`src/sv/rfm_pkg.sv`:
```
// Package for the reciprocal frequency meter with seven-segment readout.
// Holds the widths, reset values, register indexes, states and the digit table.
// No dependencies.
package rfm_pkg;

	localparam int TICK_COUNT_BITS = 32;
	localparam int EDGE_BITS = 8;
	localparam int RATE_BITS = 27;
	localparam int FREQ_BITS = 24;
	localparam int PROD_BITS = EDGE_BITS + RATE_BITS;
	localparam int SEG_BITS = 7;
	localparam int DIGIT_BITS = 4;
	localparam int STEP_BITS = $clog2(PROD_BITS + 1);
	localparam int CFG_INDEX_BITS = 2;
	localparam int TEN = 10;
	localparam int TENS_MAX = 9;

	localparam logic [FREQ_BITS-1:0] FREQ_MAX = '1;
	localparam logic [EDGE_BITS-1:0] EDGES_RESET = 8'd10;
	localparam logic [RATE_BITS-1:0] RATE_RESET = 27'd12048193;
	localparam logic [SEG_BITS-1:0] SEG_ZERO = 7'b0000001;
	localparam logic [SEG_BITS-1:0] SEG_BLANK = 7'b1111111;

	typedef enum logic [CFG_INDEX_BITS-1:0] {
		REG_EDGES_PER_MEASURE = 2'd0,
		REG_TICK_RATE_HZ = 2'd1
	} cfg_reg_t;

	typedef enum logic [1:0] {
		ST_IDLE,
		ST_DIV_FREQ,
		ST_DIV_TEN,
		ST_FINISH
	} meter_state_t;

	// Active-low segments a..g in bits 6..0.
	function automatic logic [SEG_BITS-1:0] digit_seg(input logic [DIGIT_BITS-1:0] digit);
		logic [SEG_BITS-1:0] seg;
		unique case (digit)
			4'd0: seg = 7'b0000001;
			4'd1: seg = 7'b1001111;
			4'd2: seg = 7'b0010010;
			4'd3: seg = 7'b0000110;
			4'd4: seg = 7'b1001100;
			4'd5: seg = 7'b0100100;
			4'd6: seg = 7'b0100000;
			4'd7: seg = 7'b0001111;
			4'd8: seg = 7'b0000000;
			4'd9: seg = 7'b0000100;
			default: seg = SEG_BLANK;
		endcase
		return seg;
	endfunction

endpackage

```
`src/sv/reciprocal_frequency_meter_7seg_top.sv`:
```
// Reciprocal frequency meter: counts reference ticks and signal edges, divides,
// and drives a two-digit seven-segment readout. Depends on rfm_pkg.
//
// Channel   Handshake                  Payload
// sample    sample_valid/sample_stall  tick, edge_req
// result    result_valid/result_stall  frequency_hz, seg_tens, seg_units, over_range
// cfg       cfg_valid/cfg_ready        cfg_index, cfg_data
//
// A sample that does not finish a measurement is accepted without a stall.
// A measuring sample keeps sample_stall high through the states ST_DIV_FREQ,
// ST_DIV_TEN and ST_FINISH, taking one restoring divider step per cycle, first
// for the frequency and then again for its tens and units digits.
// The finish state waits while a previous result is still stalled on the output.
// Reset is asynchronous and active low; it clears all control state.
module reciprocal_frequency_meter_7seg_top import rfm_pkg::*; (
	input  logic                      clk,
	input  logic                      arst_n,
	input  logic                      sample_valid,
	output logic                      sample_stall,
	input  logic                      tick,
	input  logic                      edge_req,
	output logic                      result_valid,
	input  logic                      result_stall,
	output logic [FREQ_BITS-1:0]      frequency_hz,
	output logic [SEG_BITS-1:0]       seg_tens,
	output logic [SEG_BITS-1:0]       seg_units,
	output logic                      over_range,
	input  logic                      cfg_valid,
	output logic                      cfg_ready,
	input  logic [CFG_INDEX_BITS-1:0] cfg_index,
	input  logic [RATE_BITS-1:0]      cfg_data
);

	meter_state_t state_q, state_d;

	logic [EDGE_BITS-1:0]       epm_q;
	logic [RATE_BITS-1:0]       rate_q;
	logic [TICK_COUNT_BITS-1:0] tick_cnt_q, tick_next;
	logic [EDGE_BITS-1:0]       edge_cnt_q, edge_next;
	logic                       sample_acc, measure, result_load;

	logic [PROD_BITS-1:0]       quo_q, quo_step;
	logic [TICK_COUNT_BITS-1:0] rem_q, rem_step, dvs_q;
	logic [STEP_BITS-1:0]       step_cnt_q;
	logic [TICK_COUNT_BITS:0]   trial;
	logic [TICK_COUNT_BITS+1:0] diff;
	logic                       step_ge, step_last;
	logic [FREQ_BITS-1:0]       freq_sat, freq_q, tens;
	logic [SEG_BITS-1:0]        held_q, seg_t_now;
	logic                       over_now;

	assign sample_acc = sample_valid && (state_q == ST_IDLE);
	assign tick_next = (tick && (tick_cnt_q != '1)) ? tick_cnt_q + 1'b1 : tick_cnt_q;
	assign edge_next = edge_cnt_q + 1'b1;
	assign measure = edge_req && !((edge_next < epm_q) && (edge_next != '0));
	assign step_last = (step_cnt_q == STEP_BITS'(1));

	// Shared restoring divider step. A zero divisor yields an all-ones quotient.
	assign trial = {rem_q, quo_q[PROD_BITS-1]};
	assign diff = {1'b0, trial} - {2'b00, dvs_q};
	assign step_ge = !diff[TICK_COUNT_BITS+1];
	assign rem_step = step_ge ? diff[TICK_COUNT_BITS-1:0] : trial[TICK_COUNT_BITS-1:0];
	assign quo_step = {quo_q[PROD_BITS-2:0], step_ge};
	assign freq_sat = (|quo_step[PROD_BITS-1:FREQ_BITS]) ? FREQ_MAX : quo_step[FREQ_BITS-1:0];

	assign tens = quo_q[FREQ_BITS-1:0];
	assign over_now = tens > FREQ_BITS'(TENS_MAX);
	assign seg_t_now = over_now ? held_q : digit_seg(tens[DIGIT_BITS-1:0]);

	always_ff @(posedge clk or negedge arst_n) begin
		if (!arst_n) begin
			state_q <= ST_IDLE;
		end else begin
			state_q <= state_d;
		end
	end

	always_comb begin
		state_d = state_q;
		sample_stall = 1'b1;
		cfg_ready = 1'b0;
		result_load = 1'b0;
		unique case (state_q)
			ST_IDLE: begin
				sample_stall = 1'b0;
				cfg_ready = 1'b1;
				if (sample_acc && measure) begin
					state_d = ST_DIV_FREQ;
				end
			end
			ST_DIV_FREQ: begin
				if (step_last) begin
					state_d = ST_DIV_TEN;
				end
			end
			ST_DIV_TEN: begin
				if (step_last) begin
					state_d = ST_FINISH;
				end
			end
			ST_FINISH: begin
				if (!result_valid || !result_stall) begin
					result_load = 1'b1;
					state_d = ST_IDLE;
				end
			end
			default: state_d = ST_IDLE;
		endcase
	end

	always_ff @(posedge clk or negedge arst_n) begin
		if (!arst_n) begin
			epm_q <= EDGES_RESET;
			rate_q <= RATE_RESET;
		end else if (cfg_valid && cfg_ready) begin
			unique case (cfg_reg_t'(cfg_index))
				REG_EDGES_PER_MEASURE: epm_q <= cfg_data[EDGE_BITS-1:0];
				REG_TICK_RATE_HZ: rate_q <= cfg_data;
				default: ;
			endcase
		end
	end

	always_ff @(posedge clk or negedge arst_n) begin
		if (!arst_n) begin
			tick_cnt_q <= '0;
			edge_cnt_q <= '0;
		end else if (sample_acc) begin
			if (measure) begin
				tick_cnt_q <= '0;
				edge_cnt_q <= '0;
			end else begin
				tick_cnt_q <= tick_next;
				if (edge_req) begin
					edge_cnt_q <= edge_next;
				end
			end
		end
	end

	always_ff @(posedge clk or negedge arst_n) begin
		if (!arst_n) begin
			step_cnt_q <= '0;
		end else if (sample_acc && measure) begin
			step_cnt_q <= STEP_BITS'(PROD_BITS);
		end else if (state_q == ST_DIV_FREQ && step_last) begin
			step_cnt_q <= STEP_BITS'(FREQ_BITS);
		end else if (state_q == ST_DIV_FREQ || state_q == ST_DIV_TEN) begin
			step_cnt_q <= step_cnt_q - 1'b1;
		end
	end

	always_ff @(posedge clk) begin
		if (sample_acc && measure) begin
			quo_q <= PROD_BITS'(rate_q) * PROD_BITS'(epm_q);
			rem_q <= '0;
			dvs_q <= tick_next;
		end else if (state_q == ST_DIV_FREQ && step_last) begin
			freq_q <= freq_sat;
			quo_q <= PROD_BITS'(freq_sat) << (PROD_BITS - FREQ_BITS);
			rem_q <= '0;
			dvs_q <= TICK_COUNT_BITS'(TEN);
		end else if (state_q == ST_DIV_FREQ || state_q == ST_DIV_TEN) begin
			quo_q <= quo_step;
			rem_q <= rem_step;
		end
	end

	always_ff @(posedge clk or negedge arst_n) begin
		if (!arst_n) begin
			result_valid <= 1'b0;
			held_q <= SEG_ZERO;
		end else begin
			if (result_load) begin
				result_valid <= 1'b1;
			end else if (!result_stall) begin
				result_valid <= 1'b0;
			end
			if (result_load && !over_now) begin
				held_q <= seg_t_now;
			end
		end
	end

	always_ff @(posedge clk) begin
		if (result_load) begin
			frequency_hz <= freq_q;
			seg_tens <= seg_t_now;
			seg_units <= digit_seg(rem_q[DIGIT_BITS-1:0]);
			over_range <= over_now;
		end
	end

	a_edge_cnt_bounded: assert property (@(posedge clk) disable iff (!arst_n)
		edge_cnt_q != '1)
		else $error("edge counter reached its all-ones value");

	a_result_from_finish: assert property (@(posedge clk) disable iff (!arst_n)
		$rose(result_valid) |-> $past(state_q == ST_FINISH))
		else $error("result appeared without a finished measurement");

	a_over_range_matches: assert property (@(posedge clk) disable iff (!arst_n)
		result_valid |-> (over_range == (frequency_hz >= FREQ_BITS'(TEN * (TENS_MAX + 1)))))
		else $error("over_range disagrees with the frequency");

	a_held_tracks_tens: assert property (@(posedge clk) disable iff (!arst_n)
		(result_valid && !over_range) |-> (seg_tens == held_q))
		else $error("held tens pattern not updated");

endmodule
```
`config.mk`:
```
export PLATFORM = sky130hd
export DESIGN_NAME = reciprocal_frequency_meter_7seg_top
export DESIGN_NICKNAME = d
export VERILOG_FILES = /design/src/sv/rfm_pkg.sv /design/src/sv/reciprocal_frequency_meter_7seg_top.sv
export SDC_FILE = /design/constraint.sdc
export NUM_CORES = 1
export LEC_CHECK = 0
export BUFFER_PORTS_ARGS = -buffer_cell sky130_fd_sc_hd__buf_2
export CAP_MARGIN = 20
export CORE_UTILIZATION = 65
export DETAILED_ROUTE_END_ITERATION = 6
export MAX_ROUTING_LAYER = met4
export PLACE_DENSITY = 0.81
export SLEW_MARGIN = 20
export SYNTH_ARGS = -nofsm -noshare
export SYNTH_HDL_FRONTEND = slang
export SYNTH_SLANG_ARGS = --single-unit
```
`constraint.sdc`:
```
create_clock -name clk -period 12.8 [get_ports clk]
set_input_delay 1.28 -clock clk [delete_from_list [all_inputs] [get_ports clk]]
set_output_delay 1.28 -clock clk [all_outputs]
set_load 0.02 [all_outputs]
```
======== Word level (Yosys, flattened, before mapping) ========
Memories as Yosys holds them, arrays and structs flattened. A register that Yosys moved wholly into a read port is not among the register bits.
Cells that the tools add are included.
storage, ports and cells
  bits of input ports ..................... 36
  memories kept ........................... 2
  output and inout bits ................... 42
  ROM bits ................................ 224
  logic and storage cells ................. 91
  flip-flop bits (word level) ............. 246
operators by class
  reduce and logical (&&, ||, !) cells .... 28
  multipliers ............................. 1
  bitwise gates (word level) .............. 1
  muxes and demuxes ....................... 27
  magnitude comparators ................... 2
  eq/ne operators ......................... 11
  add/subtract/negate cells ............... 4
memory list
  name              words  width  read ports  clocked after memory_dff  wr ports  line           RTL
  (name not given)  16     7      1           1                         0         rfm_pkg.sv:39  unique case (digit)
  (name not given)  16     7      1           1                         0         rfm_pkg.sv:39
operators with widths
  kind                                                 count
  two-way mux 32 bit                                   5
  two-way mux 35 bit                                   3
  multiplier 27 x 8 -> 35 bit                          1
  subtractor 33 x 32 -> 34 bit                         1
  adder 32 x 1 -> 32 bit, second input constant        1
  inequality test 32 bit, second input constant        1
  > comparator 24 x 4 -> 1 bit, second input constant  1
  two-way mux 24 bit                                   1
  two-way mux 6 bit                                    3
  two-way mux 8 bit                                    2
  OR reduction 11 bit                                  1
  adder 8 x 1 -> 8 bit, second input constant          1
  logical AND 1 bit                                    8
  less-than comparator 8 bit                           1
  two-way mux 2 bit                                    4
  one-hot mux 2 bit (4 select lines)                   1
  AND reduction 2 bit                                  4
  nonzero test 8 bit                                   1
  two-way mux 7 bit                                    1
  equality test 6 x 1 -> 1 bit, second input constant  1
  two-way mux 1 bit                                    6
  inequality test 2 bit, second input constant         3
  subtractor 6 x 1 -> 6 bit, second input constant     1
  zero test 1 bit                                      5
  other kinds (11)                                     17

======== Logic depth before layout (Yosys ltp) ========
Gate-level depths: netlist (run 1).
  depth in word-level cells ............... 8
  gate-level depth with buffers ........... 22
  gate-level depth less buffers ........... 20

======== Least setup slack after synthesis (run 1) ========
No wires, ideal clock.
  kind .................................... register to register
  from .................................... reg epm_q[3]
  to ...................................... reg quo_q[33], data pin
  path slack .............................. 7,364 ps
  required time ........................... 12,532 ps
  period minus slack after synthesis ...... 5,436 ps
  library setup time ...................... 268 ps
  arrival ................................. 5,168 ps
  path buffers ............................ 2
  stages on the path, launching flop included .. 21
  path through ............................ dfstp_2 clkbuf_1 and2_1 fa_1 fa_1 fa_1 inv_1 fa_1 inv_1 ha_1 clkbuf_1 a21oi_1 o211ai_1 a41o_1 and3_1 nor4b_1 o21bai_1 a21oi_1 o21ai_0 xnor2_1 o21ai_0
on the way
  longest elaborated chain between the ends .. 6
  elaborated cells between the ends (all ways) .. 7
  those cells by class .................... mul (1); order compare (1); mux (1); reduce/logical (4)
RTL lines
  what                                                                                 line                                        RTL
  start, declared                                                                      reciprocal_frequency_meter_7seg_top.sv:36   logic [EDGE_BITS-1:0] epm_q;
  start signal, assigned                                                               reciprocal_frequency_meter_7seg_top.sv:117  REG_EDGES_PER_MEASURE: epm_q <= cfg_data[EDGE_BITS-1:0];
  parallel branches: the longest is 5 deep, another holds multiplier 27 x 8 -> 35 bit  n/a
  two-way mux 35 bit (*)                                                               reciprocal_frequency_meter_7seg_top.sv:154  if (sample_acc && measure) begin
  end signal, assigned                                                                 reciprocal_frequency_meter_7seg_top.sv:155  quo_q <= PROD_BITS'(rate_q) * PROD_BITS'(epm_q);
  end signal, assigned                                                                 reciprocal_frequency_meter_7seg_top.sv:160  quo_q <= PROD_BITS'(freq_sat) << (PROD_BITS - FREQ_BITS);
  end signal, assigned                                                                 reciprocal_frequency_meter_7seg_top.sv:164  quo_q <= quo_step;
  end, declared                                                                        reciprocal_frequency_meter_7seg_top.sv:42   logic [PROD_BITS-1:0] quo_q, quo_step;
Mark *: on every way between the ends.
A chain may end at the register's enable or synchronous reset.

======== Worst setup path in the final report (run 1) ========
  from .................................... reg epm_q[5]
  to ...................................... reg quo_q[34], data pin
Same word-level chain as after synthesis.

==> results of run 1 <==
## where the power goes
part           switching, mW  internal (mW)
Combinational        0.00923        0.00439
Clock                  0.326          0.487
Sequential                 0          0.870
## cell usage after synthesis, types with 17 or more instances
library cell,number
mux2i_1,21
o31ai_1,20
nor2_1,129
ha_1,113
nor3_1,21
fa_1,151
xnor2_1,41
dfstp_2,17
o21ai_0,145
a21oi_1,99
inv_1,224
dfrtp_1,74
mux2_2,45
nand3_1,36
or2_2,43
o211ai_1,20
edfxtp_1,130
and3_1,22
nand2_1,179
and2_1,180
dfxtp_1,39
xor2_1,49
a21o_1,23
clkbuf_1,70
## flip-flops by register name, summed over array words and instances (netlist names), 6 cells and up, named ones only
signal / count
seg_units: 7
rate_q: 27
epm_q: 8
seg_tens: 7
freq_q: 24
rem_q: 32
frequency_hz: 24
held_q: 7
dvs_q: 32
tick_cnt_q: 32
quo_q: 35
edge_cnt_q: 8
step_cnt_q: 6
## how the worst min path moves through the flow
stage / slack [ps] / endpoint / start
floorplan: 400 / frequency_hz[0]$_DFFE_PP_ / freq_q[0]$_DFFE_PP_
global placement: 400 / frequency_hz[19]$_DFFE_PP_ / freq_q[19]$_DFFE_PP_
detailed placement: 400 / frequency_hz[11]$_DFFE_PP_ / freq_q[11]$_DFFE_PP_
CTS: 420 / frequency_hz[11]$_DFFE_PP_ / freq_q[11]$_DFFE_PP_
global route: 420 / frequency_hz[22]$_DFFE_PP_ / freq_q[22]$_DFFE_PP_
finish: 420 / frequency_hz[11]$_DFFE_PP_ / freq_q[11]$_DFFE_PP_
## critical path, delay by kind of cell (launching register included)
family / cells / cell delay, ps
flip-flops: 1 / 920
adder cells (fa/ha/maj): 5 / 2400
AND/OR/NAND/NOR: 3 / 540
buffers and inverters: 2 / 100
AO/OA/AOI/OAI: 8 / 2090
## kinds of logic (layout without fill, tap and decap cells)
kind of cell | count (synthesis) | in the layout | synth area share
simple gates | 690 | 690 | 0.174
xor+xnor | 90 | 90 | 0.0388
fa+ha+maj | 264 | 264 | 0.219
buf+inv | 312 | 366 | 0.0597
flops | 260 | 260 | 0.344
mux | 67 | 67 | 0.0360
compound gates | 415 | 415 | 0.129
## layout make-up
type / instances / area share
Multi-Input combinational cell: 1526 / 0.555
Timing Repair Buffer: 89 / 0.0218
Tap cell: 396 / 0.0227
Inverter: 225 / 0.0387
Clock buffer: 40 / 0.0360
Clock inverter: 12 / 0.00641
Sequential cell: 260 / 0.320
## cells in the final DEF (no fill, tap or decap), types with 6 or more instances in the layout
| cell | count |
|---|---|
| inv_1 | 224 |
| and2_1 | 179 |
| nand2_1 | 177 |
| fa_1 | 151 |
| o21ai_0 | 145 |
| edfxtp_1 | 130 |
| nor2_1 | 128 |
| ha_1 | 112 |
| a21oi_1 | 99 |
| buf_2 | 77 |
| dfrtp_1 | 74 |
| xor2_1 | 49 |
| mux2_2 | 45 |
| or2_2 | 43 |
| xnor2_1 | 41 |
| dfxtp_1 | 39 |
| nand3_1 | 36 |
| clkbuf_16 | 29 |
| a21o_1 | 23 |
| and3_1 | 22 |
| nor3_1 | 21 |
| mux2i_1 | 21 |
| o31ai_1 | 20 |
| o211ai_1 | 20 |
| dfstp_2 | 17 |
| nand4_1 | 15 |
| nand2b_1 | 15 |
| o21a_1 | 14 |
| a31oi_1 | 13 |
| nor2b_1 | 13 |
| a211oi_1 | 13 |
| buf_4 | 12 |
| nor4_1 | 11 |
| clkbuf_1 | 9 |
| a211oi_2 | 7 |
| a21oi_2 | 6 |
## layer usage
layer / up-vias / share of wire
li1: 7143 / -
met2: 516 / 0.46
met5: - / 0
met4: 0 / 0.017
met1: 7263 / 0.47
met3: 60 / 0.061
## through the flow
step	hold WS, ps	cell area, µm²
floorplan	400	20300
global placement	400	20900
detailed placement	405	20900
CTS	418	21800
global route	421	21900
finish	415	21900
==> flow_summary.toml, run 1 <==
[floorplan]
initial_utilization = 0.662
design.portCount = 78
cell_row_count = 64
design.die.area_um2 = 31900
dieWidth_um = 179
floorplan.core_area_um2 = 30700
die_height_um = 179

[placed_design]
total_placed_cells_including_tap_cells = 2495
finalWeightedCongestion = 0.914
dp_hpwl_um = 32900
io_buffers = 77
dpl_worst_slack_ps = 6690

[final_layout]
nNetsFinal = 2430
fill_cells = 2217
synthToLayoutAreaGrowth_pct = 7.63
postLayoutCoreUtil = 0.713
antenna_cells_inserted = 0
multiInputGateArea_um2 = 12100
area.sequential_um2 = 6980
final_cell_count_no_fill = 2548
drive_gt1_frac = 0.125

[grt]
met2_usage = 0.464
grt.met1_usage = 0.426
grt.overflow.total = 0
grt_antenna_before_repair = 0
grt_first_pass_wirelength_um = 74200
globalRoute.busiestLayer = "met2"
first_global_vias = 14800
gr-usage-met3 = 0.0375
pin_count_of_the_biggest_net_entering_global_routing = 88
globalRouteTotalUtil = 0.300

[worst_hold_path]
min-delay-path-class = "reg -> reg"
hold_depth = 0

[timing]
final.setup_skew_ps = 16.4
final.min_clock_period_ps = 6180
timing_worst_slew_pin_value_ps = 1100
hold_violations = 0
finalSetupViolCount = 0
finalCritPeriodShare = 0.483
timing.final.max_slew_violations = 0
rsz0062_at_grt = "false"
timing.slew.headroom = 0.267
maxClockFrequency_mhz = 162
setup_total_negative_slack_ps = 0
timing.final.ws_setup_ps = 6620

[clocking]
worst_skew_pair.late_latency_ps = 550
tritoncts.num_buffers = 28
clock_root_cell = "clkbuf_16"
tritoncts_sink_count = 260
postCtsSetupRepairBufs = 0
clk_pin_slew_worst_setup_hold_paths_ps = 60
cts_resized = 0
clock_tree.buffer_depth = 3
cts_max_level = 1
tritoncts = "yes"
cts_hold_repair.buffers = 0

[detailed_routing]
num_vias = 15000
first_iter_violations = 1450
drtPass1Iterations = 5
detail_route.drc_violations = 0
routed_wirelength_um = 45000
vias_per_cell = 5.88
post_drt_wl_per_cell_um = 17.6
detail-route-antenna-nets = 0

[synthesis]
number_of_synthesized_flops_with_an_enable_pin = 130
synth_top_area_frac = 0.192
async_set_or_reset_flop_fraction_in_the_synthesized_netlist = 0.350
synth_top_cell_by_area = "edfxtp_1"
synthesis.area_um2 = 20300
syn_inst_count = 2098
synth-seq-cells = 260
synthesis.area_per_instance_um2 = 9.68
synthesis.nets = 2398
synth_flop_cell = "edfxtp_1"
synth_top_cells_by_area = "edfxtp_1 19%, fa_1 15%, dfrtp_1 9.1%"
netlist-cell-type-count = 83
ys_warn_count = 0
synth.yosys.seq_area_share = 0.344

[setup_path]
crit_path_frequent_cell = "fa_1"
ff_to_ff_path_depth = 18
crit_type = "reg -> reg"
timing.critical_path.from_type = "flip-flop"
critPathMaxFanout = 28
cp-endpoint = "quo_q[34]$_DFFE_PN_"
critPathCaptureType = "flip-flop"
r2r_end = "quo_q[34]$_DFFE_PN_"
timing.reg2reg.setup_slack_ps = 6620
worstPathRequired_ps = 13210
critical_path.max_stage_delay_ps = 920
critical_path_arrival_ps = 6600
cp_cell_sequence = "and2_1, fa_1, fa_1, fa_1, inv_1, fa_1, inv_1, ha_1, a211o_1, a221oi_2, o21ai_0, a211oi_1, a21oi_1, a21oi_1, o21ai_0, and2_1, o2111a_1, nor2_1"
crit_path_start = "epm_q[5]$_DFFE_PN0P_"
reg_to_reg_critical_path_startpoint = "epm_q[5]$_DFFE_PN0P_"
critical_path.slowest_cell = "dfrtp_1"

[outcome]
outcome = "complete, no violations"

[pwr]
p_leak_nw = 10.3
ir_drop_mv = 0.0961
total_design_power_mw = 1.70
pwr_density_cell_nw_per_um2 = 77.6

[job]
drv.max_cap_violation_count = 0
Power figures use the tool's default switching activity.
==> run 2: changes to the inputs <==
ABC_AREA = 1   (was default)
CORE_UTILIZATION = 58   (was 65)
PLACE_DENSITY = 0.76   (was 0.81)
clock period = 5.65 ns   (was 12.8 ns; I/O delays follow)
==> run 2 against run 1 <==
- the run now ends with design-rule violations left
- final area up 4.2%
- global-route usage down 0.58 points
- first-iteration DRC count down 6.7%
- area after synthesis up 3.8%
- die area up 16%
- critical path depth unchanged
- setup slack worse by 6200 ps
==> flow_summary.toml, run 2 <==
[clocking]
clock_root_cell = "clkbuf_16"
clock_tree.buffer_depth = 3
tritoncts_sink_count = 260
clk_pin_slew_worst_setup_hold_paths_ps = 60
tritoncts = "yes"
cts_max_level = 1
tritoncts.num_buffers = 29
worst_skew_pair.late_latency_ps = 580

[detailed_routing]
detail_route.drc_violations = 16
vias_per_cell = 5.45
num_vias = 17200
routed_wirelength_um = 51500
first_iter_violations = 1353
detail-route-antenna-nets = 0
drtPass1Iterations = 7
post_drt_wl_per_cell_um = 16.4

[final_layout]
synthToLayoutAreaGrowth_pct = 8.02
stdcell_area_um2 = 22800
antenna_cells_inserted = 0
commonest_cells_after_routing_fill_and_taps_aside = "602 x nand2_1, 567 x inv_1, 181 x nor2_1, 151 x fa_1, 145 x o21ai_0"
most_common_library_cell_in_the_layout_ignoring_fill_and_taps = "nand2_1"
nNetsFinal = 2960
drive_gt1_frac = 0.0865
largest_register_ffs = 35
final_cell_count_no_fill = 3144
largest_register = "quo_q"

[setup_path]
critPathCaptureType = "flip-flop"
critical_path.max_stage_delay_ps = 680
cp_top_family = "adder cells"
timing.reg2reg.setup_slack_ps = 370
cp_cell_sequence = "nand2_1, fa_1, fa_1, inv_1, fa_1, inv_1, fa_1, inv_1, ha_1, nand2_1, nor2_1, a21oi_2, o21ai_1, nand2_1, nand2_1, a21oi_1, o21ai_0, nand2_1"
reg_to_reg_critical_path_startpoint = "rate_q[0]$_DFFE_PN1P_"
ff_to_ff_path_depth = 18
timing.critical_path.from_type = "flip-flop"
critical_path_buf_inv_count = 3
r2r_end = "quo_q[23]$_DFFE_PN_"
critical_path_arrival_ps = 5590
critPathMaxFanout = 9
crit_path_frequent_cell = "nand2_1"
crit_type = "reg -> reg"
critical_path.slowest_cell = "dfstp_2"
worstPathRequired_ps = 5960

[timing]
timing.final.ws_setup_ps = 371
rsz0062_at_grt = "false"
maxClockFrequency_mhz = 189
timing_worst_slew_pin_value_ps = 1060
hold_violations = 0
timing.final.max_slew_violations = 0
final.min_clock_period_ps = 5280
timing.slew.headroom = 0.291
finalCritPeriodShare = 0.934
setup_total_negative_slack_ps = 0
finalSetupViolCount = 0
final.setup_skew_ps = 18.3

[outcome]
outcome = "finished, violations left"
failing_checks = "design-rule violations"

[worst_hold_path]
hold_depth = 2
min-delay-path-class = "in -> reg"
worst_hold_path.endpoint = "rate_q[18]$_DFFE_PN1P_"
hold_path.startpoint = "cfg_data[18]"

[placed_design]
total_placed_cells_including_tap_cells = 3089
finalWeightedCongestion = 0.977
dp_hpwl_um = 40000
io_buffers = 77
detailed_place.area_um2 = 21800
dpl_worst_slack_ps = 183

[floorplan]
design.portCount = 78
cell_row_count = 69
floorplan.core_area_um2 = 35700
die_height_um = 193
design.die.area_um2 = 37100
initial_utilization = 0.591
dieWidth_um = 193

[synthesis]
ys_warn_count = 0
synth.yosys.seq_area_share = 0.331
synth_top_area_frac = 0.185
synth_top_cell_by_area = "edfxtp_1"
synthesis.area_um2 = 21100
syn_inst_count = 2628
synth_top_cells_by_count = "603 x nand2_1, 567 x inv_1, 181 x nor2_1"
synthesis.area_per_instance_um2 = 8.02
synthesis.nets = 2928
netlist-cell-type-count = 56
number_of_synthesized_flops_with_an_enable_pin = 130
yosys.cell_count.top_type = "nand2_1"
synth_top_cells_by_area = "edfxtp_1 19%, fa_1 14%, nand2_1 11%"
synth_flop_cell = "edfxtp_1"
async_set_or_reset_flop_fraction_in_the_synthesized_netlist = 0.350
synth-seq-cells = 260

[grt]
met2_usage = 0.457
grt_antenna_before_repair = 0
globalRoute.busiestLayer = "met2"
gr-usage-met3 = 0.0387
grt.overflow.total = 0
pin_count_of_the_biggest_net_entering_global_routing = 69
first_global_vias = 16800
grt_first_pass_wirelength_um = 84000
globalRouteTotalUtil = 0.294
grt.met1_usage = 0.404

[job]
drv.max_cap_violation_count = 0
[run 2: routing by layer]
layer / vias to the layer above / wire, µm
met5: - / 0
met4: 0 / 1350
met3: 102 / 3780
met2: 635 / 23500
met1: 8138 / 22900
li1: 8275 / -
[run 2: worst max-delay path by stage]
stage	from	to	slack [ps]	cells past startpoint
after floorplan	epm_q[7]$_DFFE_PN0P_	quo_q[30]$_DFFE_PN_	700	19
after global routing	epm_q[3]$_DFFE_PN1P_	quo_q[29]$_DFFE_PN_	50	21
after detailed placement	epm_q[2]$_DFFE_PN0P_	quo_q[23]$_DFFE_PN_	180	21
final	rate_q[0]$_DFFE_PN1P_	quo_q[23]$_DFFE_PN_	370	18
after CTS	epm_q[2]$_DFFE_PN0P_	quo_q[23]$_DFFE_PN_	170	21
after global placement	epm_q[7]$_DFFE_PN0P_	quo_q[23]$_DFFE_PN_	280	20
[run 2: worst reg2reg max path: stages, from the launching register on]
cell     delay [ps]
dfstp_2         680
nand2_1         130
fa_1            540
fa_1            550
inv_1            60
fa_1            540
inv_1            60
fa_1            530
inv_1            40
ha_1            340
nand2_1          90
nor2_1          140
a21oi_2         120
o21ai_1         350
nand2_1          90
nand2_1         130
a21oi_1         100
o21ai_0         450
nand2_1         100
[run 2: timing repair]
item,4_1_cts,5_1_grt
endpoints found under the setup margin,0,2
hold buffers,1,0
gates resized for setup,0,4
buffers inserted,0,0
hold endpoints to repair,19,0
[run 2: area by class of cell]
| class | instances | area (µm²) |
|---|---|---|
| clock buffer | 41 | 842 |
| sequential | 260 | 6990 |
| multi-input combinational | 1697 | 11500 |
| fill | 3088 | 12900 |
| clock inverter | 13 | 148 |
| tap | 461 | 577 |
| timing repair buffer | 97 | 541 |
| inverter | 575 | 2160 |
[run 2: per-stage QoR]
step                 util  hold WS (ps)
finish              0.639           222
global route        0.639           216
CTS                 0.638           201
detailed placement  0.610           405
global placement    0.610           404
floorplan               -           269
[run 2: cell families (layout without fill, tap and decap cells)]
logic type                 after synthesis  count (layout)  synth area share
AOI/OAI and AO/OA                      384             384             0.106
xor gates and xnor gates                72              72            0.0299
adders and majority gates              264             264             0.210
buffers and inverters                  671             726             0.123
DFF                                    260             260             0.331
muxes                                   19              19            0.0101
and+or+nand+nor                        958             958             0.189
Power of run 2 is not shown: default switching activity piles up to over one toggle a cycle in this logic, so the estimate is an artifact.
